<file path="config.mk">
export PLATFORM = sky130hd
export DESIGN_NAME = tpf_front
export DESIGN_NICKNAME = d
export VERILOG_FILES = /design/src/sv/tpf_pkg.sv /design/src/sv/tpf_front.sv
export SDC_FILE = /design/constraint.sdc
export NUM_CORES = 1
export LEC_CHECK = 0
export BUFFER_PORTS_ARGS = -buffer_cell sky130_fd_sc_hd__buf_2
export CAP_MARGIN = 20
export CORE_ASPECT_RATIO = 0.8
export CORE_MARGIN = 2
export CORE_UTILIZATION = 65
export DETAILED_ROUTE_END_ITERATION = 8
export PLACE_DENSITY = 0.88
export SLEW_MARGIN = 5
export SYNTH_ARGS = -nofsm -noshare
export SYNTH_HDL_FRONTEND = slang
export SYNTH_SLANG_ARGS = --single-unit
</file>
<file path="constraint.sdc">
create_clock -name clk -period 10.5 [get_ports clk]
set_input_delay 2.1 -clock clk [delete_from_list [all_inputs] [get_ports clk]]
set_output_delay 2.1 -clock clk [all_outputs]
set_load 0.02 [all_outputs]
</file>
<file path="src/sv/tpf_pkg.sv">
// ----------------------------------------------------------------------------
// Tagged packet FIFO package
// Shared constants, codes and payload types of the tagged packet FIFO.
// ----------------------------------------------------------------------------
package tpf_pkg;

	localparam int SLOTS_DEF   = 16;
	localparam int MAX_LEN_DEF = 64;

	localparam int CFG_W = 5;
	localparam int LEN_W = 7;
	localparam int OCC_W = 5;

	localparam logic [CFG_W-1:0] CFG_RESET = 5'd16;

	localparam int Q_DEPTH = 4;
	localparam int QP_W    = $clog2(Q_DEPTH);
	localparam int PEND_W  = $clog2(Q_DEPTH + 3);

	localparam logic [1:0] OP_PUT   = 2'd0;
	localparam logic [1:0] OP_GET   = 2'd1;
	localparam logic [1:0] OP_QUERY = 2'd2;

	localparam logic [1:0] ST_OK    = 2'd0;
	localparam logic [1:0] ST_FULL  = 2'd1;
	localparam logic [1:0] ST_EMPTY = 2'd2;
	localparam logic [1:0] ST_LONG  = 2'd3;

	typedef struct packed {
		logic [1:0] op;
		logic [7:0] data_byte;
		logic       last_byte;
		logic [7:0] tag;
	} tpf_in_t;

	typedef struct packed {
		logic [7:0]       out_byte;
		logic             out_last;
		logic [7:0]       out_tag;
		logic [LEN_W-1:0] packet_length;
		logic [OCC_W-1:0] occupancy;
		logic [1:0]       status;
	} tpf_out_t;

	typedef struct packed {
		logic [LEN_W-1:0] length;
		logic [7:0]       tag;
	} tpf_hdr_t;

	typedef struct packed {
		logic             stream;
		logic [7:0]       tag;
		logic [LEN_W-1:0] length;
		logic [OCC_W-1:0] occ;
		logic [1:0]       status;
	} tpf_cmd_t;

endpackage

</file>
<file path="src/sv/tpf_front.sv">
// ----------------------------------------------------------------------------
// Tagged packet FIFO front end
// Takes input beats, runs puts against the ring, looks up the head packet
// for gets and queries, and issues result commands to the back end.
// ----------------------------------------------------------------------------
module tpf_front #(
	parameter int SLOTS   = tpf_pkg::SLOTS_DEF,
	parameter int MAX_LEN = tpf_pkg::MAX_LEN_DEF,
	localparam int SLOT_W = $clog2(SLOTS),
	localparam int CNT_W  = $clog2(SLOTS + 1),
	localparam int ADDR_W = $clog2(SLOTS * MAX_LEN)
) (
	input  logic                         clk,
	input  logic                         arst_n,
	input  logic                         cfg_write,
	input  logic [tpf_pkg::CFG_W-1:0]    cfg_data,
	input  logic                         in_valid,
	output logic                         in_ready,
	input  tpf_pkg::tpf_in_t             in_item,
	input  logic                         q_full,
	output logic                         q_push,
	output tpf_pkg::tpf_cmd_t            q_cmd,
	output logic [SLOT_W-1:0]            q_slot,
	input  logic                         stream_done,
	output logic                         mem_we,
	output logic [ADDR_W-1:0]            mem_waddr,
	output logic [7:0]                   mem_wdata
);

	localparam logic [tpf_pkg::LEN_W-1:0] MAX_L = tpf_pkg::LEN_W'(MAX_LEN);

	function automatic logic [CNT_W-1:0] ring_of(input logic [tpf_pkg::CFG_W-1:0] v);
		logic [CNT_W-1:0] r;
		if (v == '0) begin
			r = CNT_W'(1);
		end else if (int'(v) > SLOTS) begin
			r = CNT_W'(SLOTS);
		end else begin
			r = CNT_W'(v);
		end
		return r;
	endfunction

	tpf_pkg::tpf_in_t item_s1;
	logic             valid_s1;
	logic             wait_s1;

	logic [SLOT_W-1:0]          wslot_q, rslot_q;
	logic [CNT_W-1:0]           count_q, ring_q;
	logic [tpf_pkg::LEN_W-1:0]  woff_q;
	logic                       ovf_q;
	logic [tpf_pkg::PEND_W-1:0] pend_q;
	tpf_pkg::tpf_hdr_t          head_q;
	tpf_pkg::tpf_hdr_t          hdr_mem [SLOTS];

	logic [SLOT_W-1:0]          wslot_d, rslot_d, wslot_nx, rslot_nx;
	logic [CNT_W-1:0]           count_d, ws_inc, rs_inc;
	logic [tpf_pkg::LEN_W-1:0]  woff_d, woff_inc, head_len;
	logic                       ovf_d, done, wait_d, hdr_we, pend_inc;
	logic [tpf_pkg::PEND_W-1:0] pend_d;

	assign ws_inc   = CNT_W'(wslot_q) + CNT_W'(1);
	assign rs_inc   = CNT_W'(rslot_q) + CNT_W'(1);
	assign wslot_nx = (ws_inc >= ring_q) ? '0 : SLOT_W'(ws_inc);
	assign rslot_nx = (rs_inc >= ring_q) ? '0 : SLOT_W'(rs_inc);
	assign woff_inc = (woff_q <= MAX_L) ? woff_q + tpf_pkg::LEN_W'(1) : woff_q;
	assign head_len = (head_q.length > MAX_L) ? MAX_L : head_q.length;

	assign mem_waddr = ADDR_W'(wslot_q) * ADDR_W'(MAX_LEN) + ADDR_W'(woff_q);
	assign mem_wdata = item_s1.data_byte;
	assign q_slot    = rslot_q;
	assign in_ready  = !valid_s1 || done;

	always_comb begin
		done     = 1'b0;
		wait_d   = wait_s1;
		q_push   = 1'b0;
		q_cmd    = '0;
		mem_we   = 1'b0;
		hdr_we   = 1'b0;
		pend_inc = 1'b0;
		wslot_d  = wslot_q;
		rslot_d  = rslot_q;
		count_d  = count_q;
		woff_d   = woff_q;
		ovf_d    = ovf_q;
		case (item_s1.op)
			tpf_pkg::OP_PUT: begin
				if (valid_s1 && pend_q == '0 && (!item_s1.last_byte || !q_full)) begin
					done   = 1'b1;
					mem_we = (woff_q < MAX_L) && (count_q < ring_q);
					ovf_d  = ovf_q || ((woff_q < MAX_L) && (count_q >= ring_q));
					woff_d = woff_inc;
					if (item_s1.last_byte) begin
						woff_d       = '0;
						ovf_d        = 1'b0;
						q_push       = 1'b1;
						q_cmd.stream = 1'b0;
						if (woff_inc > MAX_L) begin
							q_cmd.status = tpf_pkg::ST_LONG;
							q_cmd.occ    = tpf_pkg::OCC_W'(count_q);
						end else if (ovf_q || count_q >= ring_q) begin
							q_cmd.status = tpf_pkg::ST_FULL;
							q_cmd.occ    = tpf_pkg::OCC_W'(count_q);
						end else begin
							hdr_we       = 1'b1;
							wslot_d      = wslot_nx;
							count_d      = count_q + CNT_W'(1);
							q_cmd.status = tpf_pkg::ST_OK;
							q_cmd.length = woff_inc;
							q_cmd.occ    = tpf_pkg::OCC_W'(count_q + CNT_W'(1));
						end
					end
				end
			end
			tpf_pkg::OP_GET, tpf_pkg::OP_QUERY: begin
				if (valid_s1) begin
					if (count_q == '0) begin
						if (!q_full) begin
							done         = 1'b1;
							q_push       = 1'b1;
							q_cmd.status = tpf_pkg::ST_EMPTY;
						end
					end else if (!wait_s1) begin
						wait_d = 1'b1;
					end else if (!q_full) begin
						done         = 1'b1;
						wait_d       = 1'b0;
						q_push       = 1'b1;
						q_cmd.tag    = head_q.tag;
						q_cmd.length = head_len;
						q_cmd.status = tpf_pkg::ST_OK;
						if (item_s1.op == tpf_pkg::OP_GET) begin
							rslot_d      = rslot_nx;
							count_d      = count_q - CNT_W'(1);
							q_cmd.occ    = tpf_pkg::OCC_W'(count_q - CNT_W'(1));
							q_cmd.stream = (head_len != '0);
							pend_inc     = (head_len != '0);
						end else begin
							q_cmd.occ = tpf_pkg::OCC_W'(count_q);
						end
					end
				end
			end
			default: begin
				done = valid_s1;
			end
		endcase
		pend_d = pend_q + tpf_pkg::PEND_W'(pend_inc) - tpf_pkg::PEND_W'(stream_done);
	end

	always_ff @(posedge clk or negedge arst_n) begin
		if (!arst_n) begin
			valid_s1 <= 1'b0;
			wait_s1  <= 1'b0;
		end else if (in_valid && in_ready) begin
			valid_s1 <= 1'b1;
			wait_s1  <= 1'b0;
		end else if (done) begin
			valid_s1 <= 1'b0;
			wait_s1  <= 1'b0;
		end else begin
			wait_s1 <= wait_d;
		end
	end

	always_ff @(posedge clk) begin
		if (in_valid && in_ready) begin
			item_s1 <= in_item;
		end
	end

	always_ff @(posedge clk or negedge arst_n) begin
		if (!arst_n) begin
			wslot_q <= '0;
			rslot_q <= '0;
			count_q <= '0;
			woff_q  <= '0;
			ovf_q   <= 1'b0;
			pend_q  <= '0;
			ring_q  <= ring_of(tpf_pkg::CFG_RESET);
		end else if (cfg_write) begin
			wslot_q <= '0;
			rslot_q <= '0;
			count_q <= '0;
			woff_q  <= '0;
			ovf_q   <= 1'b0;
			pend_q  <= '0;
			ring_q  <= ring_of(cfg_data);
		end else begin
			wslot_q <= wslot_d;
			rslot_q <= rslot_d;
			count_q <= count_d;
			woff_q  <= woff_d;
			ovf_q   <= ovf_d;
			pend_q  <= pend_d;
		end
	end

	always_ff @(posedge clk) begin
		if (hdr_we) begin
			hdr_mem[wslot_q] <= '{length: woff_inc, tag: item_s1.tag};
		end
		head_q <= hdr_mem[rslot_q];
	end

endmodule

</file>
# Word-level counts from Yosys, hierarchy flattened
# Memory sizes are Yosys's and may differ from the RTL's. A register that Yosys moved wholly into a read port is not among the register bits.
# Cells that the tools add are included.
word_totals:
  ram_bits: 240
  n_memories: 1
  register_bits: 50
  elab_cells: 167
  in_bits: 30
  out_inout_bits: 48
mem_list:
  columns: ["memory", "words", "width", "rd", "rd_ports_with_merged_regs", "write_ports", "line_no", "rtl"]
  rows:
  - ["hdr_mem", 16, 15, 1, 1, 1, "tpf_front.sv:54", "tpf_pkg::tpf_hdr_t hdr_mem [SLOTS];"]
op_classes:
  reduce_logical: 34
  magnitude_cmp: 9
  n_eq_ne: 15
  muxes: 87
  addsub: 8
op_table:
  columns: ["operator", "n"]
  rows:
  - ["7-bit two-way mux", 10]
  - ["23-bit two-way mux", 3]
  - ["4-bit two-way mux", 15]
  - ["5-bit two-way mux", 12]
  - ["1-bit two-way mux", 36]
  - ["14-bit two-way mux", 2]
  - ["14-bit one-hot mux with 2 select lines", 1]
  - ["3-bit != test, second input constant", 8]
  - ["21-bit two-way mux", 1]
  - ["2-bit nonzero test", 8]
  - ["5-bit >= comparator", 3]
  - ["7-bit > comparator, second input constant", 2]
  - ["10-bit by 7-bit adder with 10-bit output", 1]
  - ["4-bit by 1-bit adder with 5-bit output, second input constant", 2]
  - ["5-bit zero test", 2]
  - ["5-bit one-hot mux with 2 select lines", 1]
  - ["9-bit AND reduction", 1]
  - ["3-bit nonzero test", 3]
  - ["8-bit two-way mux", 1]
  - ["2-bit != test, second input constant", 4]
  - ["7-bit by 1-bit adder with 7-bit output, second input constant", 1]
  - ["7-bit less-or-equal comparator, second input constant", 1]
  - ["7-bit < comparator, second input constant", 1]
  - ["7-bit nonzero test", 1]
  - ["22 further kinds", 33]

# Logic depth before layout (Yosys ltp)
depth:
  depth_word: 12
  mapped_depth: 13
  ltp_nobuf: 13

# Worst setup path after synthesis
# Ideal clock, no wire load.
synth_timing:
  kind: "input to output"
  from: "input q_full"
  to: "output q_cmd[5] in the netlist's numbering"
  arrival_time_ns: 3.594
  path_buffers: 1
  slack_ns: 4.806
  path_stages: 8
  t_required_ns: 8.400
  cell_sequence: "nor2b_1 -> and3_1 -> and2_1 -> nand2b_1 -> clkbuf_1 -> nor3_4 -> nand4_1 -> a2bb2oi_1"
synth_rtl:
  columns: ["item", "line_no", "rtl"]
  rows:
  - ["from (decl)", "tpf_front.sv:20", "input logic q_full,"]
  - ["to (decl)", "tpf_front.sv:22", "output tpf_pkg::tpf_cmd_t q_cmd,"]

==> run_results.csv <==
group,metric,value,unit
timing,clock.fmax,159,MHz
clock_tree,clk_latency,0.54,ns
critical_path,r2r-start,"woff_q[3]$_DFFE_PN0P_",
critical_path,path_class,"input pin to primary output",
route,vias_per_cell,6.65,
placed_design,place_ws,4.33,ns
route,wl_per_cell,27.4,µm
synth,synth.avg_cell_area,17.9,µm²
global_routing,grt_pass1_vias,7185,
clock_tree,clkSlewWorstSetupHoldPaths,0.06,ns
global_routing,grt_overflow,0,
layout,syn_to_final_growth,12.1,%
clock_tree,cts_max_level,1,
clock_tree,root_buffer,"clkbuf_16",
floorplan,coreArea,19600,µm²
power_and_ir_drop,vdd.ir_drop.worst,0.167,mV
route,drc,0,
floorplan,die_w,161,µm
clock_tree,cts_setup_buffers,0,
floorplan,die-area,21000,µm²
timing,tns,0,ns
floorplan,fp-row-count,46,
synth,synthTopCellsByCount,"edfxtp_1, mux4_2, ha_1, nor2_1, dfrtp_1",
synth,synth_top_area_share,60.4,%
clock_tree,clock-sinks,305,
timing,layout_min_cycle_time,6.28,ns
clock_tree,hold_buffers,0,
synth,synth_top_cell_by_area,"edfxtp_1",
synth,synth_area,12900,µm²
synth,ys_types,67,
synth,ys_seq_elements,305,
timing,slew_headroom,21.6,%
layout,drive_above_1_share,28.6,%
floorplan,ios,78,
timing,worst_pin_slew,1.18,ns
synth,ys_seq_area_share,68.8,%
timing,rsz0062_at_grt,"no",
timing,period_share,59.8,%
critical_path,r2r_cells,6,
timing,fin_ws,4.22,ns
floorplan,die_y,130,µm
critical_path,cp_data_required_time,8.40,ns
job,drv_cap,0,
placed_design,dp_hpwl,16.6,mm
worst_hold_path,hold_class,"flip-flop to flip-flop",
clock_tree,cts_tree,"done",
synth,netlist_top_cells_area,"edfxtp_1, mux4_2, dfrtp_1, ha_1, dfxtp_1",
timing,holdWs,0.608,ns
floorplan,start_util,65.6,%
global_routing,track_usage,28.6,%
global_routing,grt_first_pass_wirelength,43.5,mm
global_routing,antenna_found_initial,0,
synth,ys_warn_count,0,
placed_design,port_buffers,77,
layout,fin_cells,1078,
synth,synth_fp_nets,783,
route,drt_iter0_drc,856,
power_and_ir_drop,power_density,173,nW/µm²
synth,synth_most_common_cell,"edfxtp_1",
clock_tree,cts.path.max_buffers,3,
layout,final_core_util,73.6,%
synth,postSynthCellCount,721,
synth,synth_edf_count,259,
status,status,"completed",
placed_design,place_area,13400,µm²
placed_design,gp_congestion,0.928,
placed_design,dp.cells,1023,
clock_tree,numCtsBuffers,28,
power_and_ir_drop,p_leak,5.29,nW
timing,slew_viol_final,0,
route,antenna_left,0,
global_routing,grt_max_degree,65,
layout,n_antenna_cell,0,
synth,synthArstFlopShare,10.2,%
critical_path,r2r_setup_slack,5.78,ns
critical_path,cp-startpoint,"q_full",
critical_path,cp_max_fo,13,
timing,setup_viol,0,
critical_path,r2r-end,"hdr_mem[13][0]$_DFFE_PP_",
critical_path,critPathArrivalTime,4.18,ns
critical_path,end_kind,"primary output",
critical_path,critPathLaunchType,"input pin",
layout,filler_cell_count,1090,
route,routed_wl,29.5,mm
route,vias,7171,
route,drtPass1Iterations,8,
clock_tree,cts_resized,0,
power_and_ir_drop,power,2.49,mW
layout,final_nets,854,
synth,ys.flop_type,"edfxtp_1",
critical_path,endpoint,"q_cmd[2]",
timing,fin_skew,0.0111,ns
layout,final_cell_area,14400,µm²
timing,report.final.hold_viol_count,0,
==> power breakdown <==
part	total [mW]	switching, mW	internal [mW]
registers	1.35	0.0191	1.33
clock network	1.05	0.437	0.614
logic	0.0918	0.0597	0.0321
total	2.49	0.516	1.98
==> critical path: stages <==
cell	delay, ns
buf_2	0.11
and3b_1	0.27
and3_1	0.60
nor2b_1	0.43
nand2_1	0.16
o311ai_0	0.16
o21a_1	0.18
buf_2	0.16
==> layer usage <==
metal / GRT usage (%) / up-vias / routed length [µm]
met5: 0 / - / 0
met4: 8.98 / 0 / 716
met3: 5.37 / 74 / 2710
met2: 47.2 / 464 / 14900
met1: 39.8 / 3630 / 11200
li1: - / 3003 / -
==> cells in the final DEF, fill, tap and decap left out, types with 5 or more instances in the layout <==
cell type / netlist / layout
a22o_1: 9 / 9
bufinv_16: 0 / 5
o21ai_0: 18 / 18
nand3b_1: 8 / 8
a21oi_1: 13 / 13
ha_1: 31 / 31
xnor2_1: 8 / 7
nor2_1: 31 / 31
inv_1: 19 / 19
buf_2: 2 / 77
xor2_1: 7 / 6
clkinv_2: 0 / 6
nor2b_1: 11 / 11
dfrtp_1: 30 / 28
and2_1: 13 / 13
buf_4: 15 / 9
nor3_1: 9 / 9
nand2b_1: 5 / 5
dfxtp_1: 15 / 15
nand3_1: 9 / 9
clkinv_1: 0 / 5
nand2_1: 12 / 12
and3_1: 18 / 18
a22oi_1: 6 / 6
a21o_1: 8 / 8
mux4_2: 75 / 75
edfxtp_1: 259 / 259
clkbuf_16: 0 / 28
==> logic make-up (layout without fill, tap and decap cells) <==
family	count (synthesis)	count (layout)	share of synthesized area, %
buffers and inverters	67	160	2.53
AOI/OAI and AO/OA	81	81	4.53
adders and majority gates	32	32	3.17
xor gates and xnor gates	15	15	1.02
and+or+nand+nor	142	142	6.55
muxes	79	79	13.4
DFF	305	305	68.8
==> worst min path at each step <==
stage	cells past startpoint	end	slack (ns)	from
floorplan	2	ring_q[4]$_DFFE_PN1P_	0.51	ring_q[4]$_DFFE_PN1P_
global placement	2	ring_q[2]$_DFFE_PN0P_	0.57	ring_q[2]$_DFFE_PN0P_
detailed placement	1	ring_q[0]$_DFFE_PN0P_	0.60	ring_q[0]$_DFFE_PN0P_
CTS	1	ring_q[0]$_DFFE_PN0P_	0.62	ring_q[0]$_DFFE_PN0P_
global route	1	ring_q[0]$_DFFE_PN0P_	0.64	ring_q[0]$_DFFE_PN0P_
finish	1	ring_q[0]$_DFFE_PN0P_	0.61	ring_q[0]$_DFFE_PN0P_
==> sequential cells by signal (all words and copies together), names as in the netlist, 3 cells and up <==
register / count
head_q: 15
pend_q: 3
mem_wdata: 8
item_s1: 11
q_slot: 4
hdr_mem: 240
wslot_q: 4
woff_q: 7
count_q: 5
ring_q: 5
==> final cells by class <==
cell class,count,area (µm²),area share [%]
timing repair buffer,89,498,3.45
multi-input combinational,349,3710,25.7
clock buffer,29,704,4.88
inverter,19,71.3,0.494
tap,264,330,2.29
sequential,305,8860,61.4
clock inverter,23,263,1.82
Note: power is estimated with default switching activity, not from simulation.
