===== src/sv/tpf_pkg.sv =====
// ----------------------------------------------------------------------------
// Tagged packet FIFO package
// Shared constants, codes and payload types of the tagged packet FIFO.
// ----------------------------------------------------------------------------
package tpf_pkg;

	localparam int SLOTS_DEF   = 16;
	localparam int MAX_LEN_DEF = 64;

	localparam int CFG_W = 5;
	localparam int LEN_W = 7;
	localparam int OCC_W = 5;

	localparam logic [CFG_W-1:0] CFG_RESET = 5'd16;

	localparam int Q_DEPTH = 4;
	localparam int QP_W    = $clog2(Q_DEPTH);
	localparam int PEND_W  = $clog2(Q_DEPTH + 3);

	localparam logic [1:0] OP_PUT   = 2'd0;
	localparam logic [1:0] OP_GET   = 2'd1;
	localparam logic [1:0] OP_QUERY = 2'd2;

	localparam logic [1:0] ST_OK    = 2'd0;
	localparam logic [1:0] ST_FULL  = 2'd1;
	localparam logic [1:0] ST_EMPTY = 2'd2;
	localparam logic [1:0] ST_LONG  = 2'd3;

	typedef struct packed {
		logic [1:0] op;
		logic [7:0] data_byte;
		logic       last_byte;
		logic [7:0] tag;
	} tpf_in_t;

	typedef struct packed {
		logic [7:0]       out_byte;
		logic             out_last;
		logic [7:0]       out_tag;
		logic [LEN_W-1:0] packet_length;
		logic [OCC_W-1:0] occupancy;
		logic [1:0]       status;
	} tpf_out_t;

	typedef struct packed {
		logic [LEN_W-1:0] length;
		logic [7:0]       tag;
	} tpf_hdr_t;

	typedef struct packed {
		logic             stream;
		logic [7:0]       tag;
		logic [LEN_W-1:0] length;
		logic [OCC_W-1:0] occ;
		logic [1:0]       status;
	} tpf_cmd_t;

endpackage


===== src/sv/tpf_queue.sv =====
// ----------------------------------------------------------------------------
// Tagged packet FIFO command queue
// Short queue of result commands between the front end and the back end.
// ----------------------------------------------------------------------------
module tpf_queue #(
	parameter int SLOT_W = 4
) (
	input  logic                 clk,
	input  logic                 arst_n,
	input  logic                 push,
	input  tpf_pkg::tpf_cmd_t    push_cmd,
	input  logic [SLOT_W-1:0]    push_slot,
	output logic                 full,
	output logic                 valid,
	input  logic                 pop,
	output tpf_pkg::tpf_cmd_t    head_cmd,
	output logic [SLOT_W-1:0]    head_slot
);

	localparam int CW = tpf_pkg::QP_W + 1;

	tpf_pkg::tpf_cmd_t         cmd_q  [tpf_pkg::Q_DEPTH];
	logic [SLOT_W-1:0]         slot_q [tpf_pkg::Q_DEPTH];
	logic [tpf_pkg::QP_W-1:0]  wp_q, rp_q;
	logic [CW-1:0]             cnt_q;

	assign full      = (cnt_q == CW'(tpf_pkg::Q_DEPTH));
	assign valid     = (cnt_q != '0);
	assign head_cmd  = cmd_q[rp_q];
	assign head_slot = slot_q[rp_q];

	always_ff @(posedge clk or negedge arst_n) begin
		if (!arst_n) begin
			wp_q  <= '0;
			rp_q  <= '0;
			cnt_q <= '0;
		end else begin
			if (push) begin
				wp_q <= wp_q + tpf_pkg::QP_W'(1);
			end
			if (pop) begin
				rp_q <= rp_q + tpf_pkg::QP_W'(1);
			end
			cnt_q <= cnt_q + CW'(push) - CW'(pop);
		end
	end

	always_ff @(posedge clk) begin
		if (push) begin
			cmd_q[wp_q]  <= push_cmd;
			slot_q[wp_q] <= push_slot;
		end
	end

endmodule


===== config.mk =====
export PLATFORM = sky130hd
export DESIGN_NAME = tpf_queue
export DESIGN_NICKNAME = d
export VERILOG_FILES = /design/src/sv/tpf_pkg.sv /design/src/sv/tpf_queue.sv
export SDC_FILE = /design/constraint.sdc
export NUM_CORES = 1
export LEC_CHECK = 0
export BUFFER_PORTS_ARGS = -buffer_cell sky130_fd_sc_hd__buf_2
export CORE_UTILIZATION = 30
export DETAILED_ROUTE_END_ITERATION = 12
export GPL_TIMING_DRIVEN = 0
export PLACE_DENSITY = 0.53
export SYNTH_ARGS = -nofsm -noshare
export SYNTH_HDL_FRONTEND = slang
export SYNTH_SLANG_ARGS = --single-unit

===== constraint.sdc =====
create_clock -name clk -period 3.45 [get_ports clk]
set_clock_uncertainty 0.2 [all_clocks]
set_input_delay 0.69 -clock clk [delete_from_list [all_inputs] [get_ports clk]]
set_output_delay 0.69 -clock clk [all_outputs]
set_load 0.05 [all_outputs]

Word-level counts from Yosys, hierarchy flattened
Memories as Yosys holds them, arrays and structs flattened.
Cells that the tools add are included.
Storage, ports and cells
  input port bits: 31
  bits in writable memories: 108
  bits in registers: 7
  memories: 2
  bits in read-only memories: 0
  bits in latches: 0
  output and inout bits: 29
  word-level logic and storage cells: 13
Memories
  cmd_q: words 4, bits a word 23, read ports 1, clocked after Yosys merged registers in 0, write ports 1, RTL line tpf_queue.sv:22  | tpf_pkg::tpf_cmd_t cmd_q [tpf_pkg::Q_DEPTH];
  slot_q: words 4, bits a word 4, read ports 1, clocked after Yosys merged registers in 0, write ports 1, RTL line tpf_queue.sv:23  | logic [SLOT_W-1:0] slot_q [tpf_pkg::Q_DEPTH];
Operators by class
  shifts and indexed selects: 0
  reductions and logical operators: 1
  bitwise gates (word level): 0
  $lt $le $gt $ge: 0
  multiply operators: 0
  equality and inequality tests: 1
  div/mod/pow operators: 0
  multiplexer cells: 2
  add/subtract/negate cells: 4
Operators by type and width (number)
  $add 2x1->2 const B: 2
  $add 3x1->3: 1
  $eq 3x3->1 const B: 1
  $reduce_bool 3->1: 1
  $sub 3x1->3: 1
  $mux 1: 2

Depth between registers and ports, before layout
Gate-level depths: netlist (run 1).
  depth after elaboration: 2
  mapped depth: 7
  mapped depth without buffers: 7

Worst setup path after synthesis (run 1)
No wires, ideal clock.
  kind: register -> output
  from: reg rp_q[0] (netlist name)
  to: out head_cmd[2] (netlist name)
  path buffers: 1
  data arrival time: 1.324 ns
  data required time: 2.560 ns
  stages on the path, launching flop included: 3
  path slack: 1.236 ns
  cells stage by stage: dfrtp_1 -> buf_6 -> mux4_1
RTL lines
  start, declared: RTL line tpf_queue.sv:24  | logic [tpf_pkg::QP_W-1:0] wp_q, rp_q;
  start signal, assigned: RTL line tpf_queue.sv:42  | rp_q <= rp_q + tpf_pkg::QP_W'(1);
  end, declared: RTL line tpf_queue.sv:16  | output tpf_pkg::tpf_cmd_t head_cmd,

==> summary.txt, run 1 <==
Outcome
  – Outcome: finished clean

CTS
  – TritonCTS Buffers: 17
  – Post-CTS Setup Inserts: 0
  – Root cell of the clock tree: clkbuf_16
  – CTS tree: yes
  – Clock Path Buffers: 2
  – Worst skew pair latency: about 0.40 ns
  – Clock transition at the registers of the reported paths: around 0.050 ns
  – # resized after CTS: 0
  – H-tree depth: 4
  – Clk sink count: between 100 and 150

Synth
  – Main area contributors after synthesis: edfxtp_1, mux4_2, dfrtp_1
  – Top-count cell post-synth: edfxtp_1
  – Synth Register Bits: roughly 120
  – Yosys cell types: 18
  – Post-Synthesis Cells: roughly 180
  – EDFF count, synth: 108
  – Area leader, netlist: edfxtp_1
  – Synth warn: 0
  – Syn_nets: 213
  – Synth Flop Type: edfxtp_1
  – Avg Inst Size Synth: between 20 and 25 um2
  – Register area share after synthesis: 0.796
  – Area fraction of the dominant cell type after synthesis: 0.755
  – Mapped cell area: 4300 um2
  – FFs w/ async S/R, synth: 0.0609
  – Commonest cells in the netlist: edfxtp_1, mux4_2, dfrtp_1, ha_1, inv_1

Global routing
  – Total gr overflow: 0
  – Initial antenna violation count: 0
  – GRT Resource Usage Total: 0.113
  – First-pass GRT wire length: 11500 um
  – Vias in the first global route: roughly 2100
  – Largest net degree at the start of global routing: 28

STA
  – Achievable clock frequency: 0.361 GHz
  – Final setup margin: between 0.6 and 0.7 ns
  – Post-route minimum period: 2.77 ns
  – Relative slew slack: 0.463
  – Setup TNS: 0 ns
  – Endpoints failing setup: 0
  – Worst slew pin tran: a little over 0.8 ns
  – Final period utilization: 0.804
  – Slew Limit Fails: 0
  – RSZ-0062 raised after global routing: false
  – Hold Vio Cnt, Final: 0

Floorplanning
  – Initial core utilization: 0.308
  – Die Span Y: approximately 120 um
  – I/O Pins: 60
  – # rows: 43
  – Die ar.: ~15000 um2
  – Core area: approximately 14000 um2
  – Die span in x: roughly 120 um

Cells and area
  – Flip-flop and latch area: approximately 3400 um2
  – Share of cells above drive strength 1: 0.453
  – Multi-input gate area: around 810 um2
  – Finished Cell Area: between 5000 and 6000 um2
  – Nets: roughly 300
  – Non-filler instance count after layout: 447
  – Fill count: 1284
  – Diode count: 0
  – Area Growth Syn to Fin: 25.3%

Critical path
  – Worst path cell trace: buf_2, buf_2, mux4_2, buf_2
  – Crit-path max cell delay: ~0.37 ns
  – Crit path top cell by count: buf_2
  – Startpoint types: flop
  – WP data arrival: 1.88 ns
  – Setup Crit Path Kind: reg -> out
  – Worst endpoint required time: approximately 2.6 ns
  – Reg-to-reg slack, setup: 1.54 ns
  – Capturing element type of the critical path: output pin
  – Critical-path maximum fanout: 10
  – Worst-path cell with the longest stage delay: mux4_2

Detailed routing
  – 1st-pass router iterations: 4
  – DR WL/cell: roughly 17 um
  – Remaining antenna violation count: 0
  – Vias per inst: 4.33
  – Vias: about 1900
  – DRC viols: 0
  – Routed WL: around 7500 um
  – DR iter-0 viols: 82

Min path
  – HP Class: reg -> reg

Placement
  – RePlAce Congestion: about 0.61
  – PortBufs: between 50 and 60
  – Placed cells: roughly 410
  – Placement Cell Area: 4820 um2
  – DP Wirelength: 4400 um
  – Place WS: slightly above 1 ns

Power
  – Max IR drop VDD: between 0.0004 and 0.0005 V
  – Pwr Total: around 5400 uW
  – Static leakage: roughly 0.0019 uW
  – PwrDens: a little over 1000 nW/um2

Run
  – Max Cap Viol: 0
cell usage in the layout (no fill, tap or decap), types with 4 or more instances in the layout:
cell	count
buf_2	62
clkbuf_16	17
clkinv_1	4
dfrtp_1	7
and2_2	4
ha_1	6
edfxtp_1	108
mux4_2	26
clkinv_2	4
inv_1	6
state kept, by name, indices dropped and copies added (netlist names):
name / flops
wp_q: 2
rp_q: 2
slot_q: 16
cnt_q: 3
cmd_q: 92
through the flow:
| stage | util | hold slack (ns) |
|---|---|---|
| after floorplan | - | 0.194 |
| after global placement | 0.346 | 0.273 |
| after detailed placement | 0.346 | 0.281 |
| after CTS | 0.386 | 0.291 |
| after global routing | 0.386 | 0.296 |
| final | 0.386 | 0.292 |
worst paths after layout:
path                                      from                     to  cells after the start
setup / recovery           rp_q[1]$_DFFE_PN0P_           head_cmd[15]                      4
hold / removal              cnt_q[2]$_DFF_PN0_     cnt_q[2]$_DFF_PN0_                      1
setup reg to reg           wp_q[0]$_DFFE_PN0P_  cmd_q[0][6]$_DFFE_PP_                      3
hold reg to reg             cnt_q[2]$_DFF_PN0_     cnt_q[2]$_DFF_PN0_                      1
max in group asynchronous               arst_n    rp_q[0]$_DFFE_PN0P_                      2
min in group asynchronous               arst_n     cnt_q[0]$_DFF_PN0_                      2
worst max-delay path: cells and delay by family, from the launching register on:
family,cells,cell delay [ns]
buf+inv,3,0.80
flops,1,0.31
mux,1,0.37
layer usage:
| layer | share of wire | vias to the layer above | track usage |
|---|---|---|---|
| met3 | 0.050 | 11 | 0.0482 |
| met4 | 0.013 | 0 | 0.0486 |
| li1 | - | 886 | - |
| met5 | 0 | - | 0 |
| met2 | 0.52 | 47 | 0.187 |
| met1 | 0.42 | 992 | 0.128 |
cell type report:
| class | instances | area share |
|---|---|---|
| buffer | 6 | 0.0100 |
| inverter | 6 | 0.00419 |
| tap | 180 | 0.0419 |
| timing repair buffer | 60 | 0.0567 |
| clock inverter | 13 | 0.0219 |
| sequential | 115 | 0.635 |
| clock buffer | 19 | 0.0804 |
| multi-input combinational | 48 | 0.150 |
timing repair:
| item | in CTS | in global routing |
|---|---|---|
| hold endpoints to repair | 7 | 0 |
| hold buffers | 1 | 0 |
| setup endpoints to repair | 0 | 0 |
cell families (layout without fill, tap and decap cells):
group | Yosys count | in the layout | synth area share
flip-flops | 115 | 115 | 0.796
adder cells (fa/ha/maj) | 7 | 7 | 0.0221
AO/OA/AOI/OAI | 1 | 1 | 0.00116
AND/OR/NAND/NOR | 8 | 8 | 0.0105
multiplexers | 27 | 27 | 0.142
XOR/XNOR | 5 | 5 | 0.0102
buffers and inverters | 12 | 104 | 0.0178
report_power, final:
part	internal [uW]	total, uW	leakage, uW	switching [uW]
registers	1840	1910	0.00107	68.9
logic	601	1930	0.000571	1330
clock network	1040	1600	0.000262	558
total	3490	5440	0.00191	1960
Power figures use the tool's default switching activity.
==> run 2, diff against run 1 <==
==> constraint.sdc (replaced) <==
create_clock -name clk -period 2.6 [get_ports clk]
set_clock_uncertainty 0.2 [all_clocks]
set_input_delay 0.52 -clock clk [delete_from_list [all_inputs] [get_ports clk]]
set_output_delay 0.52 -clock clk [all_outputs]
set_load 0.05 [all_outputs]
==> summary.txt, run 2 (same netlist as run 1, synthesis figures left out) <==
Min path
  – HP Class: in -> reg (was reg -> reg)
  – Hold Path Stages: 1 (unchanged)
  – Hold_sp: push_cmd[2] (was cnt_q[2]$_DFF_PN0_)
  – Hold Crit Endpoint: cmd_q[3][2]$_DFFE_PP_ (was cnt_q[2]$_DFF_PN0_)

Critical path
  – Crit-path max cell delay: 0.51 ns (was 0.37 ns)
  – R2R Path End: cmd_q[0][6]$_DFFE_PP_ (unchanged)
  – Critical-path maximum fanout: 10 (unchanged)
  – WP data arrival: 1.81 ns (was 1.88 ns)
  – Worst reg2reg path startpoint: wp_q[0]$_DFFE_PN0P_ (unchanged)
  – Worst endpoint required time: 1.88 ns (was 2.56 ns)
  – Startpoint types: flop (unchanged)
  – Capturing element type of the critical path: output pin (unchanged)
  – Reg2Reg Depth: 3 (unchanged)
  – Crit path top cell by count: buf_12 (was buf_2)
  – Reg-to-reg slack, setup: 0.68 ns (was 1.54 ns)
  – Worst path cell trace: buf_12, buf_12, mux4_2, buf_2 (was buf_2, buf_2, mux4_2, buf_2)
  – Worst-path cell with the longest stage delay: mux4_2 (unchanged)
  – Setup Crit Path Kind: reg -> out (unchanged)

Power
  – Pwr Total: 7380 uW (was 5440 uW)
  – Max IR drop VDD: 0.000600 V (was 0.000452 V)
  – PwrDens: 1350 nW/um2 (was 1010 nW/um2)
  – Static leakage: 0.00194 uW (was 0.00191 uW)

Global routing
  – GRT Resource Usage Total: 0.113 (about the same)
  – Vias in the first global route: 2142 (was 2129)
  – Total gr overflow: 0 (unchanged)
  – Initial antenna violation count: 0 (unchanged)
  – Largest net degree at the start of global routing: 28 (unchanged)
  – First-pass GRT wire length: 11500 um (about the same)

STA
  – Relative slew slack: 0.453 (was 0.463)
  – Slew Limit Fails: 0 (unchanged)
  – Achievable clock frequency: approximately 0.4 GHz
  – Hold Vio Cnt, Final: 0 (unchanged)
  – Endpoints failing setup: 0 (unchanged)
  – Post-route minimum period: about 2.5 ns
  – Final period utilization: 0.972
  – RSZ-0062 raised after global routing: false (unchanged)
  – Hold Slack: 0.140 ns (was 0.292 ns)
  – Setup TNS: 0 ns (unchanged)
  – Worst slew pin tran: 0.820 ns (was 0.806 ns)

Detailed routing
  – DR iter-0 viols: 97 (was 82)
  – Routed WL: 7530 um (was 7500 um)
  – Vias per inst: 4.35 (was 4.33)
  – Remaining antenna violation count: 0 (unchanged)
  – Vias: 1951 (was 1936)
  – DRC viols: 0 (unchanged)
  – DR WL/cell: 16.8 um (about the same)
  – 1st-pass router iterations: 6 (was 4)

Cells and area
  – Leading registers by flop count: cmd_q: 92 flops, slot_q: 16 flops, cnt_q: 3 flops (unchanged)
  – Diode count: 0 (unchanged)
  – Share of cells above drive strength 1: 0.457 (was 0.453)
  – Most frequent cells in the layout: edfxtp_1, buf_2, mux4_2 (unchanged)
  – Most common cell after layout, fill and taps aside: edfxtp_1 (unchanged)
  – Nets: 294 (was 292)
  – Area Growth Syn to Fin: 27.0% (was 25.3%)
  – Largest Register: cmd_q (unchanged)
  – Number of flip-flops in the largest register: 92 (unchanged)
  – Finished Cell Area: 5460 um2 (was 5380 um2)

Floorplanning
  – Die ar.: 14800 um2 (unchanged)
  – Initial core utilization: 0.308 (unchanged)
  – Die span in x: 122 um (unchanged)
  – Die Span Y: 122 um (unchanged)
  – # rows: 43 (unchanged)
  – I/O Pins: 60 (unchanged)
  – Core area: 13900 um2 (unchanged)

CTS
  – CTS tree: yes (unchanged)
  – Root cell of the clock tree: clkbuf_16 (unchanged)
  – H-tree depth: 4 (unchanged)
  – Worst skew pair latency: 0.40 ns (about the same)
  – Clock transition at the registers of the reported paths: 0.05 ns (about the same)
  – Clock Path Buffers: 2 (unchanged)
  – Clk sink count: 115 (unchanged)
  – TritonCTS Buffers: 17 (unchanged)

Placement
  – DP Wirelength: 4400 um (unchanged)
  – PortBufs: 59 (unchanged)
  – Placement Cell Area: 4820 um2 (unchanged)
  – RePlAce Congestion: 0.611 (unchanged)

Run
  – Max Cap Viol: 0 (unchanged)

Outcome
  – Outcome: finished clean (unchanged)
[run 2: cell count changes in the layout (fill, tap and decap cells not counted)]
cell | before | now
buf_12 | 1 | 4
buf_2 | 62 | 55
buf_4 | 1 | 5
buf_6 | 1 | 2
clkbuf_4 | 0 | 1
[run 2: layer usage]
metal  GRT usage  share of wire  vias up
met5           0              0        -
met4      0.0486         0.0090        0
met3      0.0482          0.058        7
met2       0.186           0.51       54
met1       0.129           0.42     1000
li1            -              -      890
[run 2: critical path, delay by kind of cell, from the launching register on]
kind	cells	cell delay [ns]
buffers and inverters	3	0.51
DFF	1	0.40
muxes	1	0.51
[run 2: metrics by stage]
stage / setup slack [ns] / utilization / std cells
6_report: 0.0739 / 0.391 / 449
5_1_grt: 0.00132 / 0.391 / 449
4_1_cts: 0.000794 / 0.391 / 449
3_5_place_dp: 0.334 / 0.346 / 414
3_3_place_gp: 0.0316 / 0.346 / 414
2_1_floorplan: 0.556 / - / 175
[run 2: how the worst max path moves through the flow]
stage / start / end
after floorplan: rp_q[0]$_DFFE_PN0P_ / head_cmd[2]
after global placement: push / cmd_q[0][7]$_DFFE_PP_
after detailed placement: rp_q[1]$_DFFE_PN0P_ / head_slot[0]
after CTS: rp_q[1]$_DFFE_PN0P_ / head_cmd[15]
after global routing: rp_q[0]$_DFFE_PN0P_ / head_slot[1]
final: rp_q[0]$_DFFE_PN0P_ / head_slot[1]
[run 2: power by group]
part,leakage (uW),internal [uW],switching [uW]
sequential,0.00107,2450,96.5
clock,0.000262,1380,744
combinational,0.000602,919,1790
total,0.00194,4750,2630
[run 2: layout make-up]
class	instances	area, um2
inverters	6	22.5
plain buffers	6	77.6
flip-flops and latches	115	3420
well taps	180	225
clock inverters	13	118
clock buffers	19	433
repair buffers	62	355
multi-input cells	48	806
fillers	1280	8480
[run 2: repair_timing]
item	4_1_cts	5_1_grt
gates resized for setup	6	8
endpoints found under the setup margin	19	11
buffers inserted	2	0
hold buffers	1	0
endpoints found under the hold margin	7	0
